## src/ddo_pkg.sv

```systemverilog
`default_nettype none

package ddo_pkg;

   // Item kinds carried on req_tuser
   typedef enum logic {
      OP_UPDATE = 1'b0,
      OP_RESET  = 1'b1
   } op_type;

   localparam int          MaxSteps     = 24;
   localparam int          StepIdxW     = 5;
   localparam int          RotW         = 34;
   localparam int          ApmW         = 20;
   localparam logic [19:0] ApmReset     = 20'd52151;
   // Vector start value: reciprocal of the aggregate CORDIC gain in Q2.30
   localparam logic signed [33:0] CordicGain = 34'sd652032874;

   // Rotator result handed to the sequencer
   typedef struct packed {
      logic               done;
      logic signed [31:0] cos_val;
      logic signed [31:0] sin_val;
   } rot_out_type;

   // Arctangent of 2^-i in 32-bit binary angle units
   function automatic logic [31:0] atan_bau(input logic [StepIdxW-1:0] idx);
      logic [31:0] v;
      case (idx)
         5'd0:    v = 32'd536870912;
         5'd1:    v = 32'd316933406;
         5'd2:    v = 32'd167458907;
         5'd3:    v = 32'd85004756;
         5'd4:    v = 32'd42667331;
         5'd5:    v = 32'd21354465;
         5'd6:    v = 32'd10681886;
         5'd7:    v = 32'd5342293;
         5'd8:    v = 32'd2671187;
         5'd9:    v = 32'd1335087;
         5'd10:   v = 32'd667544;
         5'd11:   v = 32'd333772;
         5'd12:   v = 32'd166886;
         5'd13:   v = 32'd83443;
         5'd14:   v = 32'd41722;
         5'd15:   v = 32'd20861;
         5'd16:   v = 32'd10430;
         5'd17:   v = 32'd5215;
         5'd18:   v = 32'd2608;
         5'd19:   v = 32'd1304;
         5'd20:   v = 32'd652;
         5'd21:   v = 32'd326;
         5'd22:   v = 32'd163;
         5'd23:   v = 32'd81;
         default: v = 32'd0;
      endcase
      return v;
   endfunction

endpackage

`default_nettype wire

```

## src/ddo_cordic.sv

```systemverilog
`default_nettype none

module ddo_cordic #(
   parameter int CORDIC_STEPS = 16
) (
   input  wire logic              clock,
   input  wire logic              reset,
   input  wire logic              start,
   input  wire logic [15:0]       angle,
   output ddo_pkg::rot_out_type   rot_out
);

   localparam int CntW = $clog2(CORDIC_STEPS);

   logic                              busy_ff, busy_in;
   logic                              done_ff, done_in;
   logic                              flip_ff, flip_in;
   logic [CntW-1:0]                   count_ff, count_in;
   logic signed [ddo_pkg::RotW-1:0]   x_ff, x_in;
   logic signed [ddo_pkg::RotW-1:0]   y_ff, y_in;
   logic signed [ddo_pkg::RotW-1:0]   z_ff, z_in;
   logic signed [ddo_pkg::RotW-1:0]   z_start;
   logic signed [ddo_pkg::RotW-1:0]   x_sh, y_sh, step_ang;
   logic signed [ddo_pkg::RotW-1:0]   x_out, y_out;

   // Fold the start angle into +-pi/2, one micro-rotation per cycle after that
   always_comb begin
      z_start  = {{2{angle[15]}}, angle, 16'b0};
      x_sh     = x_ff >>> count_ff;
      y_sh     = y_ff >>> count_ff;
      step_ang = {2'b00, ddo_pkg::atan_bau(ddo_pkg::StepIdxW'(count_ff))};
      busy_in  = busy_ff;
      done_in  = 1'b0;
      flip_in  = flip_ff;
      count_in = count_ff;
      x_in     = x_ff;
      y_in     = y_ff;
      z_in     = z_ff;
      if (start) begin
         busy_in  = 1'b1;
         count_in = '0;
         x_in     = ddo_pkg::CordicGain;
         y_in     = '0;
         flip_in  = 1'b0;
         z_in     = z_start;
         if (z_start > 34'sd1073741824) begin
            z_in    = z_start - 34'sd2147483648;
            flip_in = 1'b1;
         end else if (z_start < -34'sd1073741824) begin
            z_in    = z_start + 34'sd2147483648;
            flip_in = 1'b1;
         end
      end else if (busy_ff) begin
         if (!z_ff[ddo_pkg::RotW-1]) begin
            x_in = x_ff - y_sh;
            y_in = y_ff + x_sh;
            z_in = z_ff - step_ang;
         end else begin
            x_in = x_ff + y_sh;
            y_in = y_ff - x_sh;
            z_in = z_ff + step_ang;
         end
         count_in = count_ff + 1'b1;
         if (count_ff == CntW'(CORDIC_STEPS - 1)) begin
            busy_in = 1'b0;
            done_in = 1'b1;
         end
      end
   end

   always_ff @(posedge clock) begin
      if (reset) begin
         busy_ff <= 1'b0;
         done_ff <= 1'b0;
      end else begin
         busy_ff <= busy_in;
         done_ff <= done_in;
      end
      flip_ff  <= flip_in;
      count_ff <= count_in;
      x_ff     <= x_in;
      y_ff     <= y_in;
      z_ff     <= z_in;
   end

   // Undo the half-turn fold on the way out
   always_comb begin
      x_out           = flip_ff ? -x_ff : x_ff;
      y_out           = flip_ff ? -y_ff : y_ff;
      rot_out.done    = done_ff;
      rot_out.cos_val = x_out[31:0];
      rot_out.sin_val = y_out[31:0];
   end

endmodule

`default_nettype wire

```

## src/ddo_mul.sv

```systemverilog
`default_nettype none

module ddo_mul (
   input  wire logic               clock,
   input  wire logic signed [31:0] mul_a,
   input  wire logic signed [32:0] mul_b,
   output logic signed [64:0]      prod_ff
);

   logic signed [64:0] prod_in;

   // Register the product before anything uses it
   always_comb begin
      prod_in = 65'(mul_a) * 65'(mul_b);
   end

   always_ff @(posedge clock) begin
      prod_ff <= prod_in;
   end

endmodule

`default_nettype wire

```

## src/diff_drive_odometry.sv

```systemverilog
`default_nettype none

// Differential-drive odometry. Each update beat carries the cumulative right
// and left wheel distances (signed Q15.16 m); the block forms the wheel steps
// against the previous distances, moves x/y by the centre step along the old
// heading (saturating) and turns the heading by the wheel difference times
// csr_wdata's angle_per_metre (wrapping 16-bit binary angle). A reset-pose beat
// zeroes pose and previous distances. One result beat follows every request.
// An update runs the iterative CORDIC, one micro-rotation per cycle, then
// three passes through the single shared multiplier and the heading step; a
// reset-pose beat goes from acceptance straight to ST_DONE. req_tready stays
// low while an item is in work and rises together with rsp_tvalid, so a new
// request is taken only once the last result is queued in the output register;
// a finished result waits there while the next request is taken.
module diff_drive_odometry #(
   parameter int CORDIC_STEPS = 16
) (
   input  wire logic        clock,
   input  wire logic        reset,
   input  wire logic        csr_we,
   input  wire logic [19:0] csr_wdata,     // angle_per_metre
   input  wire logic        req_tvalid,
   output logic             req_tready,
   input  wire logic [63:0] req_tdata,     // right_distance[31:0], left_distance[63:32]
   input  wire logic [0:0]  req_tuser,     // op[0]
   output logic             rsp_tvalid,
   input  wire logic        rsp_tready,
   output logic [79:0]      rsp_tdata      // pose_x[31:0], pose_y[63:32], heading[79:64]
);

   typedef enum logic [2:0] {
      ST_IDLE,
      ST_CORDIC,
      ST_MUL_X,
      ST_MUL_Y,
      ST_MUL_T,
      ST_HEAD,
      ST_DONE
   } state_type;

   state_type                   state_ff;
   logic                        rsp_tvalid_ff;
   logic [79:0]                 out_ff;
   logic [ddo_pkg::ApmW-1:0]    apm_ff;
   logic signed [31:0]          pos_x_ff, pos_x_in;
   logic signed [31:0]          pos_y_ff, pos_y_in;
   logic [15:0]                 head_ff;
   logic [31:0]                 last_r_ff, last_l_ff;
   logic signed [31:0]          dc_ff;
   logic [31:0]                 diff_ff;

   logic                        accept, out_free;
   ddo_pkg::op_type             req_op;
   logic [31:0]                 dr, dl;
   logic signed [32:0]          wheel_sum;
   logic signed [31:0]          mul_a;
   logic signed [32:0]          mul_b;
   logic signed [64:0]          prod_ff;
   logic signed [64:0]          prod_rnd;
   logic signed [35:0]          sat_sum;
   logic signed [31:0]          sat_val;
   logic [31:0]                 turn_rnd;
   ddo_pkg::rot_out_type        rot_out;

   assign req_tready = (state_ff == ST_IDLE);
   assign accept     = req_tvalid && req_tready;
   assign out_free   = !rsp_tvalid_ff || rsp_tready;
   assign req_op     = ddo_pkg::op_type'(req_tuser[0]);
   assign rsp_tvalid = rsp_tvalid_ff;
   assign rsp_tdata  = out_ff;

   // Wheel steps and their sum for the centre step
   always_comb begin
      dr        = req_tdata[31:0] - last_r_ff;
      dl        = req_tdata[63:32] - last_l_ff;
      wheel_sum = 33'(signed'(dr)) + 33'(signed'(dl));
   end

   ddo_cordic #(
      .CORDIC_STEPS (CORDIC_STEPS)
   ) u_cordic (
      .clock   (clock),
      .reset   (reset),
      .start   (accept && (req_op == ddo_pkg::OP_UPDATE)),
      .angle   (head_ff),
      .rot_out (rot_out)
   );

   // Select operands for the shared multiplier
   always_comb begin
      mul_a = dc_ff;
      mul_b = 33'(rot_out.cos_val);
      unique case (state_ff)
         ST_MUL_X: begin
            mul_a = dc_ff;
            mul_b = 33'(rot_out.cos_val);
         end
         ST_MUL_Y: begin
            mul_a = dc_ff;
            mul_b = 33'(rot_out.sin_val);
         end
         ST_MUL_T: begin
            mul_a = signed'(diff_ff);
            mul_b = signed'({13'b0, apm_ff});
         end
         default: begin
            mul_a = dc_ff;
            mul_b = 33'(rot_out.cos_val);
         end
      endcase
   end

   ddo_mul u_mul (
      .clock   (clock),
      .mul_a   (mul_a),
      .mul_b   (mul_b),
      .prod_ff (prod_ff)
   );

   // Round off the Q2.30 factor's fraction bits and saturate into the position under update
   always_comb begin
      prod_rnd = prod_ff + 65'sd536870912;
      sat_sum  = 36'((state_ff == ST_MUL_Y) ? pos_x_ff : pos_y_ff)
               + 36'(signed'(prod_rnd[64:30]));
      if (sat_sum > 36'sd2147483647) begin
         sat_val = 32'sh7fffffff;
      end else if (sat_sum < -36'sd2147483648) begin
         sat_val = 32'sh80000000;
      end else begin
         sat_val = sat_sum[31:0];
      end
      pos_x_in = pos_x_ff;
      pos_y_in = pos_y_ff;
      if (state_ff == ST_MUL_Y) begin
         pos_x_in = sat_val;
      end
      if (state_ff == ST_MUL_T) begin
         pos_y_in = sat_val;
      end
      // Clear the position on a reset-pose beat
      if (accept && (req_op == ddo_pkg::OP_RESET)) begin
         pos_x_in = '0;
         pos_y_in = '0;
      end
      turn_rnd = prod_ff[31:0] + 32'h0000_8000;
   end

   // Sequencer, pose state and the output register
   always_ff @(posedge clock) begin
      if (reset) begin
         state_ff      <= ST_IDLE;
         rsp_tvalid_ff <= 1'b0;
         apm_ff        <= ddo_pkg::ApmReset;
         pos_x_ff      <= '0;
         pos_y_ff      <= '0;
         head_ff       <= '0;
         last_r_ff     <= '0;
         last_l_ff     <= '0;
      end else begin
         if (csr_we) begin
            apm_ff <= csr_wdata;
         end
         // Raise valid as a result is queued, drop it once taken
         if ((state_ff == ST_DONE) && out_free) begin
            rsp_tvalid_ff <= 1'b1;
         end else if (rsp_tvalid_ff && rsp_tready) begin
            rsp_tvalid_ff <= 1'b0;
         end
         pos_x_ff <= pos_x_in;
         pos_y_ff <= pos_y_in;
         unique case (state_ff)
            ST_IDLE: begin
               if (accept) begin
                  if (req_op == ddo_pkg::OP_RESET) begin
                     head_ff   <= '0;
                     last_r_ff <= '0;
                     last_l_ff <= '0;
                     state_ff  <= ST_DONE;
                  end else begin
                     last_r_ff <= req_tdata[31:0];
                     last_l_ff <= req_tdata[63:32];
                     dc_ff     <= wheel_sum[32:1];
                     diff_ff   <= dr - dl;
                     state_ff  <= ST_CORDIC;
                  end
               end
            end
            ST_CORDIC: begin
               if (rot_out.done) begin
                  state_ff <= ST_MUL_X;
               end
            end
            ST_MUL_X: state_ff <= ST_MUL_Y;
            ST_MUL_Y: state_ff <= ST_MUL_T;
            ST_MUL_T: state_ff <= ST_HEAD;
            ST_HEAD: begin
               head_ff  <= head_ff + turn_rnd[31:16];
               state_ff <= ST_DONE;
            end
            ST_DONE: begin
               if (out_free) begin
                  out_ff   <= {head_ff, pos_y_ff, pos_x_ff};
                  state_ff <= ST_IDLE;
               end
            end
            default: state_ff <= ST_IDLE;
         endcase
      end
   end

   // Accepting an item closes the input until its result is queued
   a_busy_after_accept: assert property (@(posedge clock) disable iff (reset)
      accept |=> !req_tready)
      else $error("request taken while an item is in work");

   // The rotator only finishes while the sequencer waits for it
   a_cordic_done_state: assert property (@(posedge clock) disable iff (reset)
      rot_out.done |-> (state_ff == ST_CORDIC))
      else $error("rotator finished outside its wait state");

   // A new result appears only as the sequencer returns to idle
   a_rsp_with_idle: assert property (@(posedge clock) disable iff (reset)
      $rose(rsp_tvalid) |-> req_tready)
      else $error("result raised while an item is still in work");

   // A reset-pose beat leaves the pose at zero
   a_reset_pose_zero: assert property (@(posedge clock) disable iff (reset)
      (accept && (req_op == ddo_pkg::OP_RESET)) |=>
         (pos_x_ff == '0) && (pos_y_ff == '0) && (head_ff == '0))
      else $error("reset-pose beat did not clear the pose");

endmodule

`default_nettype wire
```

## config.mk

```make
export PLATFORM = sky130hd
export DESIGN_NAME = diff_drive_odometry
export DESIGN_NICKNAME = d
export VERILOG_FILES = /design/src/ddo_pkg.sv /design/src/ddo_cordic.sv /design/src/ddo_mul.sv /design/src/diff_drive_odometry.sv
export SDC_FILE = /design/constraint.sdc
export NUM_CORES = 2
export LEC_CHECK = 0
export BUFFER_PORTS_ARGS = -buffer_cell sky130_fd_sc_hd__buf_2
export CAP_MARGIN = 20
export CORE_ASPECT_RATIO = 0.9
export CORE_MARGIN = 2
export CORE_UTILIZATION = 59
export DETAILED_ROUTE_END_ITERATION = 16
export PLACE_DENSITY = 0.78
export SYNTH_ARGS = -nofsm -noshare
export SYNTH_HDL_FRONTEND = slang
export SYNTH_HIERARCHICAL = 1
export SYNTH_SLANG_ARGS = --single-unit
export TNS_END_PERCENT = 10
```

## constraint.sdc

```tcl
create_clock -name clock -period 14 [get_ports clock]
set_input_delay 0 -clock clock [delete_from_list [all_inputs] [get_ports clock]]
set_output_delay 0 -clock clock [all_outputs]
set_load 0.03 [all_outputs]
```

## After elaboration in Yosys (flattened, before gate mapping)

Memory sizes are Yosys's and may differ from the RTL's. A register that Yosys moved wholly into a read port is not among the register bits.
Index checks and enable logic that the tools add are counted.

- Memories kept: 1
- Logic and storage cells: 111
- Bits in writable memories: 0
- Latch bits: 0
- Flip-flop bits (word level): 486
- Bits of input ports: 90
- Memory bits (read-only): 480

Memory list:

| name | depth | width | read ports | clocked after Yosys merged registers in | write ports | RTL line | text |
|---|---|---|---|---|---|---|---|
| (no name shown) | 16 | 30 | 1 | 1 | 0 | ddo_pkg.sv:29 | `case (idx)` |

- Eq/ne operators: 11
- Reduce and logical (&&, ||, !) cells: 18
- Div/mod/pow operators: 0
- Bitwise gates (word level): 3
- Mux-type cells: 33
- $add $sub $neg: 19
- $lt $le $gt $ge: 4
- Shift-type cells: 2
- $mul: 1

Operator list:

| cell | number |
|---|---|
| $mux W34 | 7 |
| $mux W32 | 7 |
| $sub A32 B32 Y32 | 3 |
| $add A34 B34 Y34 | 2 |
| $sshr A34 B4 Y34 | 2 |
| $sub A34 B34 Y34 | 2 |
| $pmux W33 S2 | 1 |
| $add A65 B31 Y65 const B | 1 |
| $mul A32 B33 Y65 | 1 |
| $neg A32 Y32 | 2 |
| $add A36 B35 Y36 | 1 |
| $gt A36 B32 Y1 const B | 1 |
| $lt A36 B32 Y1 const B | 1 |
| $mux W36 | 1 |
| $add A32 B33 Y34 const B | 1 |
| $add A34 B33 Y34 | 1 |
| $sub A32 B33 Y34 const B | 1 |
| $sub A34 B33 Y34 | 1 |
| $add A32 B32 Y33 | 1 |
| $add A32 B16 Y32 const B | 1 |
| $gt A32 B32 Y1 const B | 1 |
| $lt A32 B31 Y1 const B | 1 |
| $mux W16 | 2 |
| $pmux W16 S2 | 1 |
| 23 further kinds | 48 |

## Longest topological paths before layout

- Depth after elaboration: 6
- Depth in mapped cells: 40
- Gate-level depth less buffers: 38

## Cells and area by module

The synthesis kept the hierarchy.

Modules (own cells, without submodules):

| module | instances | cells an instance | sequential area each (um^2) | area each (um^2) |
|---|---|---|---|---|
| ddo_mul | 1 | 4,111 | 1,301.2 | 38,582.0 |
| diff_drive_odometry | 1 | 2,307 | 7,687.4 | 20,633.5 |
| ddo_cordic | 1 | 2,080 | 3,133.0 | 16,762.3 |

## Worst setup path before layout

OpenSTA, ideal clock, no wires.

- Kind: reg2reg
- From: register u_cordic/y_ff[16] (netlist name)
- To: register u_mul.prod_ff[62]
- Cell stages (with the launch flop): 36
- Data arrival time: 9.978 ns
- Slack: 3.950 ns
- Required time: 13.928 ns
- Library setup time: 0.072 ns
- Buffers on the path: 3
- Cell sequence: dfxtp_1 > clkbuf_1 > or4_1 > or4_1 > or2_2 > o31ai_1 > nand2_1 > xor2_1 > a22o_1 > clkbuf_1 > nand2_1 > inv_1 > fa_1 > inv_1 > fa_1 > inv_1 > fa_1 > fa_1 > inv_1 > fa_1 > inv_1 > fa_1 > fa_1 > fa_1 > ha_1 > clkbuf_1 > a21o_1 > a21o_1 > a21oi_1 > nand3_1 > nor3b_1 > a21oi_2 > o31ai_1 > o21ai_1 > a21oi_1 > xnor2_1

RTL lines:

| element | RTL line | text |
|---|---|---|
| start, declared | ddo_cordic.sv:20 | `logic signed [ddo_pkg::RotW-1:0] y_ff, y_in;` |
| start signal, assigned | ddo_cordic.sv:82 | `y_ff <= y_in;` |
| end signal, assigned | ddo_mul.sv:18 | `prod_ff <= prod_in;` |
| end, declared | ddo_mul.sv:7 | `output logic signed [64:0] prod_ff` |

==> flow_metrics.py <==
metrics = {
    "clock_tree": {
        "root_buffer": "clkbuf_16",
        "cts_hold_buffers": 121,
        "cts_tree": "built",
        "clock-sinks": 501,
        "cts_setup_buffers": 0,
        "clock_path_buffers": 3,
        "cts_made_buffers": 57,
        "cts.reportedPaths.clkPinSlew_ps": 60,
        "cts-resized-gates": 0,
        "htreeDepth": 2,
        "insertion_delay_ps": 720,
    },
    "routing": {
        "via_per_inst": 6.00,
        "drtPass1Iterations": 8,
        "routed_wl_um": 215000,
        "drcViolationCount": 0,
        "ant_nets": 0,
        "wire_per_inst_um": 21.1,
        "first_iter_violations": 6391,
        "dr_total_vias": 61100,
    },
    "finish": {
        "fillCellCount": 10400,
        "seqCellArea_um2": 11800,
        "layout.nets": 10100,
        "multi_input_area_um2": 57200,
        "drive_above_1_share_pct": 6.29,
        "areaGrowthSynthToFinish_pct": 6.68,
    },
    "die": {
        "boundaryPins": 172,
        "start_util_pct": 59.4,
        "dieHeight_um": 343,
        "fp.dieW_um": 381,
        "rows": 124,
        "dieArea_um2": 131000,
        "core-area_um2": 127000,
    },
    "yosys": {
        "syn_area_um2": 75500,
        "syn_avg_cell_area_um2": 8.93,
        "synth_nets": 10100,
        "synth_warnings": 6,
        "postSynthCellCount": 8463,
    },
    "critical_path": {
        "slowest_delay_ps": 970,
        "crit_type": "reg2reg",
        "path_delay_family": "adder cells",
        "reg2reg_slack_ps": 2950,
        "cp_data_required_time_ps": 14610,
        "worst-path-max-fanout": 51,
        "cp_slowest_cell": "fa_1",
        "critPathCaptureType": "register",
        "arrival_ps": 11670,
        "reg2regPathDepth": 35,
        "cp_num_buf_inv": 4,
        "startpoint_type": "register",
        "cp-endpoint": "u_mul/prod_ff[62]$_DFF_P_",
        "r2r-end": "u_mul/prod_ff[62]$_DFF_P_",
        "r2r-start": "u_cordic/x_ff[2]$_SDFFE_PP0P_",
        "worst-path-stages": 35,
        "startpoint": "u_cordic/x_ff[2]$_SDFFE_PP0P_",
        "crit_path_frequent_cell": "fa_1",
    },
    "timing": {
        "finalMaxSlewViolations": 0,
        "rsz0062_at_grt": "false",
        "slew_headroom_pct": 16.3,
        "fin_skew_ps": 77.3,
        "tns_ps": 0,
        "fmax_mhz": 90.5,
        "fin_crit_sh_pct": 78.9,
        "fin_crit_ps": 11050,
        "setup_viol": 0,
        "final-hold-violation-count": 0,
        "worstMarginPinSlew_ps": 1250,
    },
    "global_route": {
        "grtUsageMet1_pct": 44.0,
        "met2_usage_pct": 51.5,
        "gr-max-usage-layer": "met2",
        "grt_pass1_vias": 62500,
        "grt_usage_pct": 32.9,
        "overflow": 0,
        "grt_max_degree": 81,
        "antenna_found_initial": 9,
        "grt_pass1_wl_um": 341000,
        "grt_use_met3_pct": 10.5,
    },
    "place": {
        "place.gp.congestion": 1.02,
        "io_buffers": 171,
        "hpwlAfterDp_um": 158000,
    },
    "run": {
        "cap_violations": 0,
    },
    "min_path": {
        "min_path_type": "in2reg",
    },
    "run_status": {
        "status": "completed",
    },
}
==> how the worst min path moves through the flow <==
stage,end,from,cells after the start
floorplan,u_cordic/busy_ff$_SDFF_PP0_,reset,1
global placement,apm_ff[7]$_SDFFE_PP1P_,csr_wdata[7],2
detailed placement,apm_ff[7]$_SDFFE_PP1P_,csr_wdata[7],2
CTS,last_r_ff[0]$_SDFFE_PP0P_,req_tdata[0],3
global route,last_r_ff[0]$_SDFFE_PP0P_,req_tdata[0],3
finish,last_r_ff[21]$_SDFFE_PP0P_,req_tdata[21],3
==> metal layers <==
layer / vias to the layer above / routed length [um]
met5: - / 77
met4: 8 / 6740
met3: 473 / 27100
met2: 3371 / 95000
met1: 30000 / 86100
li1: 27200 / -
==> sequential cells by signal, indices dropped and copies added (netlist names) <==
register	count
rsp_tvalid	1
u_cordic/done_ff	1
u_cordic/y_ff	34
pos_y_ff	32
diff_ff	32
u_cordic/flip_ff	1
u_cordic/busy_ff	1
apm_ff	20
u_cordic/step_ang	30
u_mul/prod_ff	50
u_cordic/count_ff	4
head_ff	16
last_r_ff	32
last_l_ff	32
u_cordic/z_ff	34
rsp_tdata	80
pos_x_ff	32
state_ff	3
u_cordic/x_ff	34
dc_ff	32
==> placed cells by master, fill, tap and decap left out, drive strengths merged, types with 179 or more instances in the layout <==
cell type / instances
inv: 1302
fa: 1121
nand2: 1030
and2: 551
ha: 475
a21oi: 442
nor2: 366
o21ai: 344
xnor2: 322
dfxtp: 322
buf: 228
edfxtp: 179
==> through the flow <==
stage	instance area, um2	utilization [%]	instances	hold slack [ps]	worst slack [ps]
6_report	80600	63.4	10200	95.9	2950
2_1_floorplan	75500	-	8463	72.4	3950
5_1_grt	80600	63.4	10200	97.3	2420
3_3_place_gp	77300	60.8	9947	207	3400
4_1_cts	80600	63.4	10200	55.9	3120
3_5_place_dp	77300	60.8	9947	211	3150
==> area by class of cell <==
| type | count | share of cell area [%] |
|---|---|---|
| diodes | 3 | 0.00932 |
| inverters | 1299 | 6.05 |
| clock inverters | 40 | 0.693 |
| repair buffers | 349 | 3.11 |
| flip-flops and latches | 501 | 14.7 |
| clock buffers | 68 | 1.88 |
| well taps | 1701 | 2.64 |
| multi-input cells | 6219 | 70.9 |
==> worst min-delay path: cells and delay by family <==
kind	cells	cell delay [ps]
buffers and inverters	2	620
AO/OA/AOI/OAI	1	120
Power is left out: the tool's default activity adds up to more than one toggle a clock period on the data nets, which glitch-free logic cannot reach.
